**src/design/free_list_region_allocator_unit_macros.svh**
```systemverilog
// Assertion macros for the free list region allocator
`ifndef FREE_LIST_REGION_ALLOCATOR_UNIT_MACROS_SVH
`define FREE_LIST_REGION_ALLOCATOR_UNIT_MACROS_SVH
// Implication checked on every rising clock edge outside reset
`define FLRA_ASSERT_IMP(label, clk, rst, ante, cons, msg) \
   label: assert property (@(posedge clk) disable iff (rst) (ante) |-> (cons)) \
      else $error(msg);
// Next-cycle implication checked outside reset
`define FLRA_ASSERT_NEXT(label, clk, rst, ante, cons, msg) \
   label: assert property (@(posedge clk) disable iff (rst) (ante) |=> (cons)) \
      else $error(msg);
`endif

```
**src/design/flra_pkg.sv**
```systemverilog
// Types and constants shared by the free list region allocator
package flra_pkg;
   localparam int START_W = 25;
   localparam int LEN_W = 26;
   localparam int ENTRY_W = START_W + LEN_W;
   localparam logic [LEN_W-1:0] POOL_RESET = 26'd33554432;
   localparam logic [LEN_W-1:0] LEN_MAX = {LEN_W{1'b1}};

   localparam logic OP_ALLOC = 1'b0;
   localparam logic OP_FREE = 1'b1;

   localparam logic [1:0] ST_DONE = 2'd0;
   localparam logic [1:0] ST_NO_FIT = 2'd1;
   localparam logic [1:0] ST_FULL = 2'd2;

   typedef struct packed {
      logic operation;
      logic [LEN_W-1:0] region_size;
      logic [START_W-1:0] region_offset;
   } req_type;

   typedef struct packed {
      logic [1:0] status;
      logic [START_W-1:0] granted_offset;
      logic [LEN_W-1:0] granted_size;
   } rsp_type;

   typedef struct packed {
      logic [START_W-1:0] start;
      logic [LEN_W-1:0] length;
   } entry_type;
endpackage

```
**src/design/flra_ram.sv**
```systemverilog
// Generic single-port-write, single-port-read RAM with registered read
module flra_ram #(
   parameter int WIDTH = 8,
   parameter int DEPTH = 16
) (
   input  logic clock,
   input  logic wr_en,
   input  logic [$clog2(DEPTH)-1:0] wr_addr,
   input  logic [WIDTH-1:0] wr_data,
   input  logic [$clog2(DEPTH)-1:0] rd_addr,
   output logic [WIDTH-1:0] rd_data
);
   logic [WIDTH-1:0] mem [DEPTH];

   always_ff @(posedge clock) begin
      if (wr_en) begin
         mem[wr_addr] <= wr_data;
      end
      rd_data <= mem[rd_addr];
   end
endmodule

```
**src/design/free_list_region_allocator_unit.sv**
```systemverilog
// Top level of the free list region allocator: sequencer around one entry RAM
//
//  channel | ports                       | handshake
//  --------+-----------------------------+-------------------------------
//  request | req_item, start, busy       | taken when start & !busy & !csr_wr_en
//  result  | rsp_item, rsp_valid         | one-cycle strobe, no back-pressure
//  config  | csr_wr_en, csr_wr_data      | csr_wr_en in S_IDLE or S_SEED
//
// An allocate reads one entry a cycle until an exact match or the last entry, decides,
// then removes an exact match by shifting the tail down, else carves the largest entry
// or reports no fit. A free scans up to the insert point, then merges with a neighbour,
// inserts by shifting the tail up, or reports the table full. The next item can be
// taken in the cycle after the result strobe. Reset and a pool write reseed entry 0
// and the count through S_SEED; stale entries past the count are never read. The
// receiver cannot stall the result.
`include "free_list_region_allocator_unit_macros.svh"
module free_list_region_allocator_unit import flra_pkg::*; #(
   parameter int FREE_ENTRIES = 64
) (
   input  logic clock,
   input  logic reset,
   input  logic start,
   output logic busy,
   input  req_type req_item,
   output logic rsp_valid,
   output rsp_type rsp_item,
   input  logic csr_wr_en,
   input  logic [LEN_W-1:0] csr_wr_data
);
   localparam int AW = $clog2(FREE_ENTRIES);
   localparam int CW = $clog2(FREE_ENTRIES + 1);
   localparam logic [CW-1:0] FULL_COUNT = CW'(FREE_ENTRIES);

   localparam logic [3:0] S_IDLE = 4'd0;
   localparam logic [3:0] S_SEED = 4'd1;
   localparam logic [3:0] S_ASCAN = 4'd2;
   localparam logic [3:0] S_ADEC = 4'd3;
   localparam logic [3:0] S_ASHIFT = 4'd4;
   localparam logic [3:0] S_FSCAN = 4'd5;
   localparam logic [3:0] S_FDEC = 4'd6;
   localparam logic [3:0] S_FSHIFT = 4'd7;
   localparam logic [3:0] S_RESP = 4'd8;

   logic [3:0] state_ff, state_in;
   logic [LEN_W-1:0] pool_ff, pool_in;
   logic [CW-1:0] count_ff, count_in;
   req_type req_ff, req_in;
   rsp_type rsp_ff, rsp_in;
   logic [CW-1:0] idx_ff, idx_in;      // next read address
   logic [CW-1:0] pos_ff, pos_in;      // index of data arriving now
   logic rd_live_ff, rd_live_in;       // a read is in flight
   logic found_ff, found_in;
   logic [AW-1:0] hit_ff, hit_in;
   logic [AW-1:0] big_ff, big_in;
   entry_type big_e_ff, big_e_in;
   entry_type prev_ff, prev_in;
   logic have_prev_ff, have_prev_in;
   entry_type cur_ff, cur_in;
   logic have_cur_ff, have_cur_in;
   entry_type carry_ff, carry_in;      // entry carried during an upward shift

   logic wr_en;
   logic [AW-1:0] wr_addr, rd_addr;
   entry_type wr_data, rd_data;

   flra_ram #(.WIDTH(ENTRY_W), .DEPTH(FREE_ENTRIES)) u_ram (
      .clock(clock), .wr_en(wr_en), .wr_addr(wr_addr), .wr_data(wr_data),
      .rd_addr(rd_addr), .rd_data(rd_data)
   );

   logic [LEN_W:0] prev_end, free_end, sum_prev, sum_cur;
   assign prev_end = {1'b0, 1'b0, prev_ff.start} + {1'b0, prev_ff.length};
   assign free_end = {1'b0, 1'b0, req_ff.region_offset} + {1'b0, req_ff.region_size};
   assign sum_prev = {1'b0, prev_ff.length} + {1'b0, req_ff.region_size};
   assign sum_cur = {1'b0, cur_ff.length} + {1'b0, req_ff.region_size};

   assign busy = (state_ff != S_IDLE);
   assign rsp_valid = (state_ff == S_RESP);
   assign rsp_item = rsp_ff;

   always_comb begin
      state_in = state_ff;
      pool_in = pool_ff;
      count_in = count_ff;
      req_in = req_ff;
      rsp_in = rsp_ff;
      idx_in = idx_ff;
      pos_in = pos_ff;
      rd_live_in = 1'b0;
      found_in = found_ff;
      hit_in = hit_ff;
      big_in = big_ff;
      big_e_in = big_e_ff;
      prev_in = prev_ff;
      have_prev_in = have_prev_ff;
      cur_in = cur_ff;
      have_cur_in = have_cur_ff;
      carry_in = carry_ff;
      wr_en = 1'b0;
      wr_addr = '0;
      wr_data = '0;
      rd_addr = idx_ff[AW-1:0];
      case (state_ff)
         S_IDLE: begin
            if (csr_wr_en) begin
               pool_in = csr_wr_data;
               state_in = S_SEED;
            end else if (start) begin
               req_in = req_item;
               rsp_in = '0;
               idx_in = '0;
               pos_in = '0;
               found_in = 1'b0;
               big_in = '0;
               big_e_in = '0;
               have_prev_in = 1'b0;
               have_cur_in = 1'b0;
               state_in = (req_item.operation == OP_ALLOC) ? S_ASCAN : S_FSCAN;
            end
         end
         S_SEED: begin
            // rewrite entry 0 and the count; a fresh write reseeds again
            wr_en = 1'b1;
            wr_data.start = '0;
            wr_data.length = pool_ff;
            count_in = CW'(1);
            state_in = S_IDLE;
            if (csr_wr_en) begin
               pool_in = csr_wr_data;
               state_in = S_SEED;
            end
         end
         S_ASCAN: begin
            // issue reads while idx below count, evaluate arriving data
            if (!found_ff && idx_ff < count_ff) begin
               idx_in = idx_ff + CW'(1);
               rd_live_in = 1'b1;
            end
            if (rd_live_ff && !found_ff) begin
               pos_in = pos_ff + CW'(1);
               if (rd_data.length == req_ff.region_size) begin
                  found_in = 1'b1;
                  hit_in = pos_ff[AW-1:0];
                  big_e_in = rd_data;
               end else if (pos_ff == '0 || rd_data.length > big_e_ff.length) begin
                  big_in = pos_ff[AW-1:0];
                  big_e_in = rd_data;
               end
            end
            if (found_ff || (!rd_live_ff && idx_ff >= count_ff)) begin
               state_in = S_ADEC;
            end
         end
         S_ADEC: begin
            if (found_ff) begin
               rsp_in.granted_offset = big_e_ff.start;
               rsp_in.granted_size = req_ff.region_size;
               idx_in = CW'(hit_ff) + CW'(1);
               pos_in = CW'(hit_ff);
               state_in = S_ASHIFT;
            end else if (count_ff != '0 && big_e_ff.length >= req_ff.region_size) begin
               rsp_in.granted_offset = big_e_ff.start;
               rsp_in.granted_size = req_ff.region_size;
               wr_en = 1'b1;
               wr_addr = big_ff;
               wr_data.start = big_e_ff.start + req_ff.region_size[START_W-1:0];
               wr_data.length = big_e_ff.length - req_ff.region_size;
               state_in = S_RESP;
            end else begin
               rsp_in.status = ST_NO_FIT;
               state_in = S_RESP;
            end
         end
         S_ASHIFT: begin
            // read idx, write previous slot when data arrives
            if (idx_ff < count_ff && !rd_live_ff) begin
               rd_live_in = 1'b1;
            end else if (rd_live_ff) begin
               wr_en = 1'b1;
               wr_addr = pos_ff[AW-1:0];
               wr_data = rd_data;
               pos_in = idx_ff;
               idx_in = idx_ff + CW'(1);
            end else begin
               count_in = count_ff - CW'(1);
               state_in = S_RESP;
            end
         end
         S_FSCAN: begin
            // walk until an entry with start not below offset
            if (rd_live_ff) begin
               if (rd_data.start < req_ff.region_offset) begin
                  prev_in = rd_data;
                  have_prev_in = 1'b1;
                  pos_in = pos_ff + CW'(1);
               end else begin
                  cur_in = rd_data;
                  have_cur_in = 1'b1;
                  state_in = S_FDEC;
               end
            end
            if (state_in == S_FSCAN) begin
               if (idx_ff < count_ff && (!rd_live_ff || rd_data.start < req_ff.region_offset)
                   && idx_ff == pos_in) begin
                  idx_in = idx_ff + CW'(1);
                  rd_live_in = 1'b1;
               end else if (!rd_live_ff && idx_ff >= count_ff) begin
                  state_in = S_FDEC;
               end else if (!rd_live_ff) begin
                  state_in = S_FDEC;
               end
            end
         end
         S_FDEC: begin
            if (have_prev_ff && prev_end == {2'b0, req_ff.region_offset}) begin
               wr_en = 1'b1;
               wr_addr = AW'(pos_ff - CW'(1));
               wr_data.start = prev_ff.start;
               wr_data.length = sum_prev[LEN_W] ? LEN_MAX : sum_prev[LEN_W-1:0];
               state_in = S_RESP;
            end else if (have_cur_ff && free_end == {2'b0, cur_ff.start}) begin
               wr_en = 1'b1;
               wr_addr = pos_ff[AW-1:0];
               wr_data.start = req_ff.region_offset;
               wr_data.length = sum_cur[LEN_W] ? LEN_MAX : sum_cur[LEN_W-1:0];
               state_in = S_RESP;
            end else if (count_ff < FULL_COUNT) begin
               // put new entry at pos, carry old tail upward
               carry_in = cur_ff;
               wr_en = 1'b1;
               wr_addr = pos_ff[AW-1:0];
               wr_data.start = req_ff.region_offset;
               wr_data.length = req_ff.region_size;
               idx_in = pos_ff + CW'(1);
               state_in = have_cur_ff ? S_FSHIFT : S_RESP;
               count_in = count_ff + CW'(1);
            end else begin
               rsp_in.status = ST_FULL;
               state_in = S_RESP;
            end
         end
         S_FSHIFT: begin
            // idx is the slot to write with carry; read it first if live
            if (!rd_live_ff) begin
               rd_live_in = (idx_ff < count_ff - CW'(1));
               rd_addr = idx_ff[AW-1:0];
               if (idx_ff >= count_ff - CW'(1)) begin
                  wr_en = 1'b1;
                  wr_addr = idx_ff[AW-1:0];
                  wr_data = carry_ff;
                  state_in = S_RESP;
               end
            end else begin
               wr_en = 1'b1;
               wr_addr = idx_ff[AW-1:0];
               wr_data = carry_ff;
               carry_in = rd_data;
               idx_in = idx_ff + CW'(1);
            end
         end
         S_RESP: begin
            state_in = S_IDLE;
         end
         default: begin
            state_in = S_IDLE;
         end
      endcase
   end

   always_ff @(posedge clock) begin
      if (reset) begin
         state_ff <= S_SEED;
         pool_ff <= POOL_RESET;
         count_ff <= CW'(1);
         rd_live_ff <= 1'b0;
      end else begin
         state_ff <= state_in;
         pool_ff <= pool_in;
         count_ff <= count_in;
         rd_live_ff <= rd_live_in;
      end
      req_ff <= req_in;
      rsp_ff <= rsp_in;
      idx_ff <= idx_in;
      pos_ff <= pos_in;
      found_ff <= found_in;
      hit_ff <= hit_in;
      big_ff <= big_in;
      big_e_ff <= big_e_in;
      prev_ff <= prev_in;
      have_prev_ff <= have_prev_in;
      cur_ff <= cur_in;
      have_cur_ff <= have_cur_in;
      carry_ff <= carry_in;
   end

   `FLRA_ASSERT_IMP(a_count_range, clock, reset, 1'b1, count_ff <= FULL_COUNT,
      "entry count exceeds table")
   `FLRA_ASSERT_NEXT(a_resp_one, clock, reset, rsp_valid, !rsp_valid,
      "result strobe longer than one cycle")
   `FLRA_ASSERT_IMP(a_resp_status, clock, reset, rsp_valid,
      rsp_item.status == ST_DONE || rsp_item.granted_size == '0,
      "failed item carries a grant")
endmodule

```
**config.mk**
```make
export PLATFORM = sky130hd
export DESIGN_NAME = free_list_region_allocator_unit
export DESIGN_NICKNAME = d
export VERILOG_FILES = /design/src/design/flra_pkg.sv /design/src/design/flra_ram.sv /design/src/design/free_list_region_allocator_unit.sv
export VERILOG_INCLUDE_DIRS = /design/src /design/src/design
export SDC_FILE = /design/constraint.sdc
export NUM_CORES = 2
export LEC_CHECK = 0
export BUFFER_PORTS_ARGS = -buffer_cell sky130_fd_sc_hd__buf_2
export CAP_MARGIN = 30
export CORE_MARGIN = 2
export CORE_UTILIZATION = 40
export DETAILED_ROUTE_END_ITERATION = 7
export PLACE_DENSITY = 0.61
export SLEW_MARGIN = 20
export SYNTH_ARGS = -nofsm -noshare
export SYNTH_HDL_FRONTEND = slang
export SYNTH_SLANG_ARGS = --single-unit
```
**constraint.sdc**
```tcl
create_clock -name clock -period 10.9 [get_ports clock]
set_input_delay 2.18 -clock clock [delete_from_list [all_inputs] [get_ports clock]]
set_output_delay 2.18 -clock clock [all_outputs]
set_load 0.01 [all_outputs]
```
==> metrics.csv <==
metric,value,unit
first-pass GRT wire length,617000,um
simple-gate area share of the yosys netlist,3.34,%
met2 wire len,212000,um
CP startpoint kind,register,
"Seq/Total Area, Yosys",72.6,%
Slew @ Worst Pin,1.10,ns
Seq pwr share,41.3,%
"Async S/R FF share, synth",0,%
Post-CTS Resized,0,
GP Congestion,0.926,
core area,376000,um2
switching portion of total power,31.4,%
post-route minimum period,7.58,ns
design area,173000,um2
Die ar.,384000,um2
WL met3,37500,um
max-cap viol count,0,
Post-CTS Hold Fix Bufs,0,
Total Routing Usage GR,22.7,%
Mapped Cells,7564,
Internal,28.7,mW
XOR/XNOR share of the synthesized area,1.17,%
R2R Path Start,req_ff[26],
clock latency on the worst-skew pair,0.98,ns
Achievable Freq,132,MHz
RSZ-0062 raised after global routing,false,
largest family of logic cells by synthesized area,multiplexers,
IO Port Bufs,136,
crit path launch,req_ff[26],
placed cell area,160000,um2
setup TNS,0,ns
crit path cell chain,"inv_1, fa_1, a21oi_1, o21ai_0, o22ai_1, o2111ai_1, a21boi_1, a21oi_1, and4b_1, o21a_1, buf_4, a222oi_1, nand4_2, nor2_4, buf_4",
M1 WL,177000,um
Post-Route WL,442000,um
Worst EP required,11.46,ns
"Largest stage delay, worst path",0.94,ns
Post CTS Setup Buffer Count,0,
Remaining DRCs,0,
Max Slew Vio Count,0,
Worst-path clk slew,0.06,ns
largest area contributor in the netlist,edfxtp_1,
Initial Util,40.2,%
period utilisation layout,69.5,%
Gate power share,27.9,%
top-level I/O count,137,
NumNets Final,8313,
status,"complete, no violations",
Root Driver,clkbuf_16,
Die Width,619,um
adder-cell share of the synthesized area,1.90,%
WL per Instance,33.2,um
"FF+latch count, synth",3690,
vias in the first global route,78800,
Detailed Place HPWL,283000,um
worst hold start,pool_ff[18],
syn_area_per_cell,20.0,um2
Hold Path Class,reg -> reg,
CTS Buffer Depth,4,
clock sink count,3690,
CP max stage cell,nor2_4,
syn nets,7873,
share of layout cells above drive strength 1,26.3,%
Die H,619,um
"commonest cells after routing, fill and taps aside","edfxtp_1, mux4_2, clkbuf_16, nand2_1, buf_4",
crit-path max FO,32,
TritonCTS clock tree,done,
Critical Path AT,8.14,ns
Sw Pwr,13.1,mW
Fin. Hold Viols,0,
Clock Skew,0.0714,ns
Post-Syn Area,151000,um2
top post-synthesis cells by area,"edfxtp_1, mux4_2, ha_1, dfxtp_1, nand2_1",
drt first pass iters,6,
via count,80000,
Slew headroom,26.4,%
DRT iter0 DRCs,11000,
top sig layer,met5,
H-tree depth,5,
Syn. warnings,0,
Antenna Nets Post-Route,0,
num rows,225,
initial antenna violation count,59,
mux cell area share after synthesis,16.1,%
leakage,53.1,nW
Synth top area share,71.4,%
largest net degree at the start of global routing,136,
critical path type,reg -> reg,
Area Growth Syn to Fin,14.1,%
"Distinct cells, synth",95,
gr ovfl total,0,
Power Density,242,nW/um2
Num CTS Buffers,381,
"commonest non-fill, non-tap cell in the layout",edfxtp_1,
main flop type after synthesis,edfxtp_1,
Synth Area in Compound Gates,3.71,%
clock share of power,30.8,%
Post-synth EDFFs,3601,
Via density,6.01,
Crit. End Element,register,
Max VDD drop,267,uV
final setup fails,0,
worst max-delay path: cells and delay by family (launching register included):
family | cells | cell delay [ns]
fa+ha+maj | 1 | 0.53
flops | 1 | 0.82
simple gates | 3 | 2.00
compound gates | 8 | 2.52
buf+inv | 3 | 1.20
power groups by stage:
stage	Clock, mW	Sequential [mW]	Combinational [mW]
finish	12.9	17.3	11.7
global route	13.6	17.3	12.3
CTS	13.1	17.2	11.7
detailed placement	0	17.5	11.7
global placement	0	17.5	11.6
floorplan	0	17.4	7.12
per-layer routing:
metal | track usage, % | vias up
met5 | 0 | -
li1 | - | 32500
met4 | 7.02 | 12
met3 | 3.66 | 682
met2 | 36.9 | 3971
met1 | 31.6 | 42800
synth_stat cells (8+ instances only):
master / number
inv_1: 138
a21o_1: 83
o311ai_0: 8
o21bai_1: 18
or2_2: 11
nor2_1: 184
nand2_1: 343
o22ai_1: 17
and2_1: 65
nand2b_1: 24
clkbuf_1: 273
a31oi_1: 17
mux2i_1: 13
nand4_1: 49
xor2_1: 73
a211oi_1: 23
nand3_1: 75
or4_1: 10
buf_2: 13
buf_1: 71
a221oi_1: 15
nor3_1: 63
edfxtp_1: 3601
o21ai_0: 177
and3_1: 79
nor4_1: 24
or3_1: 22
a21boi_0: 8
mux4_2: 1072
o21a_1: 43
a211o_1: 12
nor2b_1: 26
dfxtp_1: 89
a21oi_1: 194
xnor2_1: 127
a22o_1: 9
a22oi_1: 17
a222oi_1: 46
ha_1: 221
a221o_1: 11
nor2_2: 8
o211ai_1: 43
metrics by stage:
step | total power, mW | hold slack, ns | util, % | worst slack, ns | cells
after global routing | 43.1 | 0.479 | 45.9 | 2.98 | 13300
after floorplan | 24.5 | 0.421 | - | 3.08 | 7564
after global placement | 29.1 | 0.453 | 42.5 | 2.80 | 12600
after detailed placement | 29.2 | 0.452 | 42.6 | 3.11 | 12600
after CTS | 42.0 | 0.460 | 45.9 | 3.03 | 13300
final | 41.8 | 0.463 | 45.9 | 3.32 | 13300
sequential cells by signal (all words and copies together) (netlist names):
signal         count
have_prev_ff       1
big_e_ff          51
hit_ff             6
found_ff           1
rd_live_ff         1
big_ff             6
rsp_item          53
u_ram.rd_data     51
u_ram.mem       3264
have_cur_ff        1
idx_ff             7
count_ff           7
cur_ff            51
pool_ff           26
pos_ff             7
state_ff           4
req_ff            51
prev_ff           51
carry_ff          51
worst paths after layout:
| check | endpoint | slack (ns) | cells after the start |
|---|---|---|---|
| worst max register to register | u_ram.mem[23][22] | 3.32 | 15 |
| worst max-delay path | u_ram.mem[23][22] | 3.32 | 15 |
| worst min-delay path | pool_ff[18] | 0.46 | 2 |
| worst min register to register | pool_ff[18] | 0.46 | 2 |
layout make-up:
class / instances / area (um2)
Clock inverter: 221 / 2110
Tap cell: 4994 / 6250
Timing Repair Buffer: 415 / 3370
Antenna cell: 10 / 25.0
Clock buffer: 475 / 10100
Fill cell: 31200 / 204000
Multi-Input combinational cell: 3373 / 40500
Inverter: 143 / 537
Sequential cell: 3690 / 110000
cell families after synthesis:
group,count (synthesis)
flops,3690
simple gates,1025
mux,1090
compound gates,830
fa+ha+maj,227
buf+inv,501
xor+xnor,201
(Power assumes the default switching activity.)
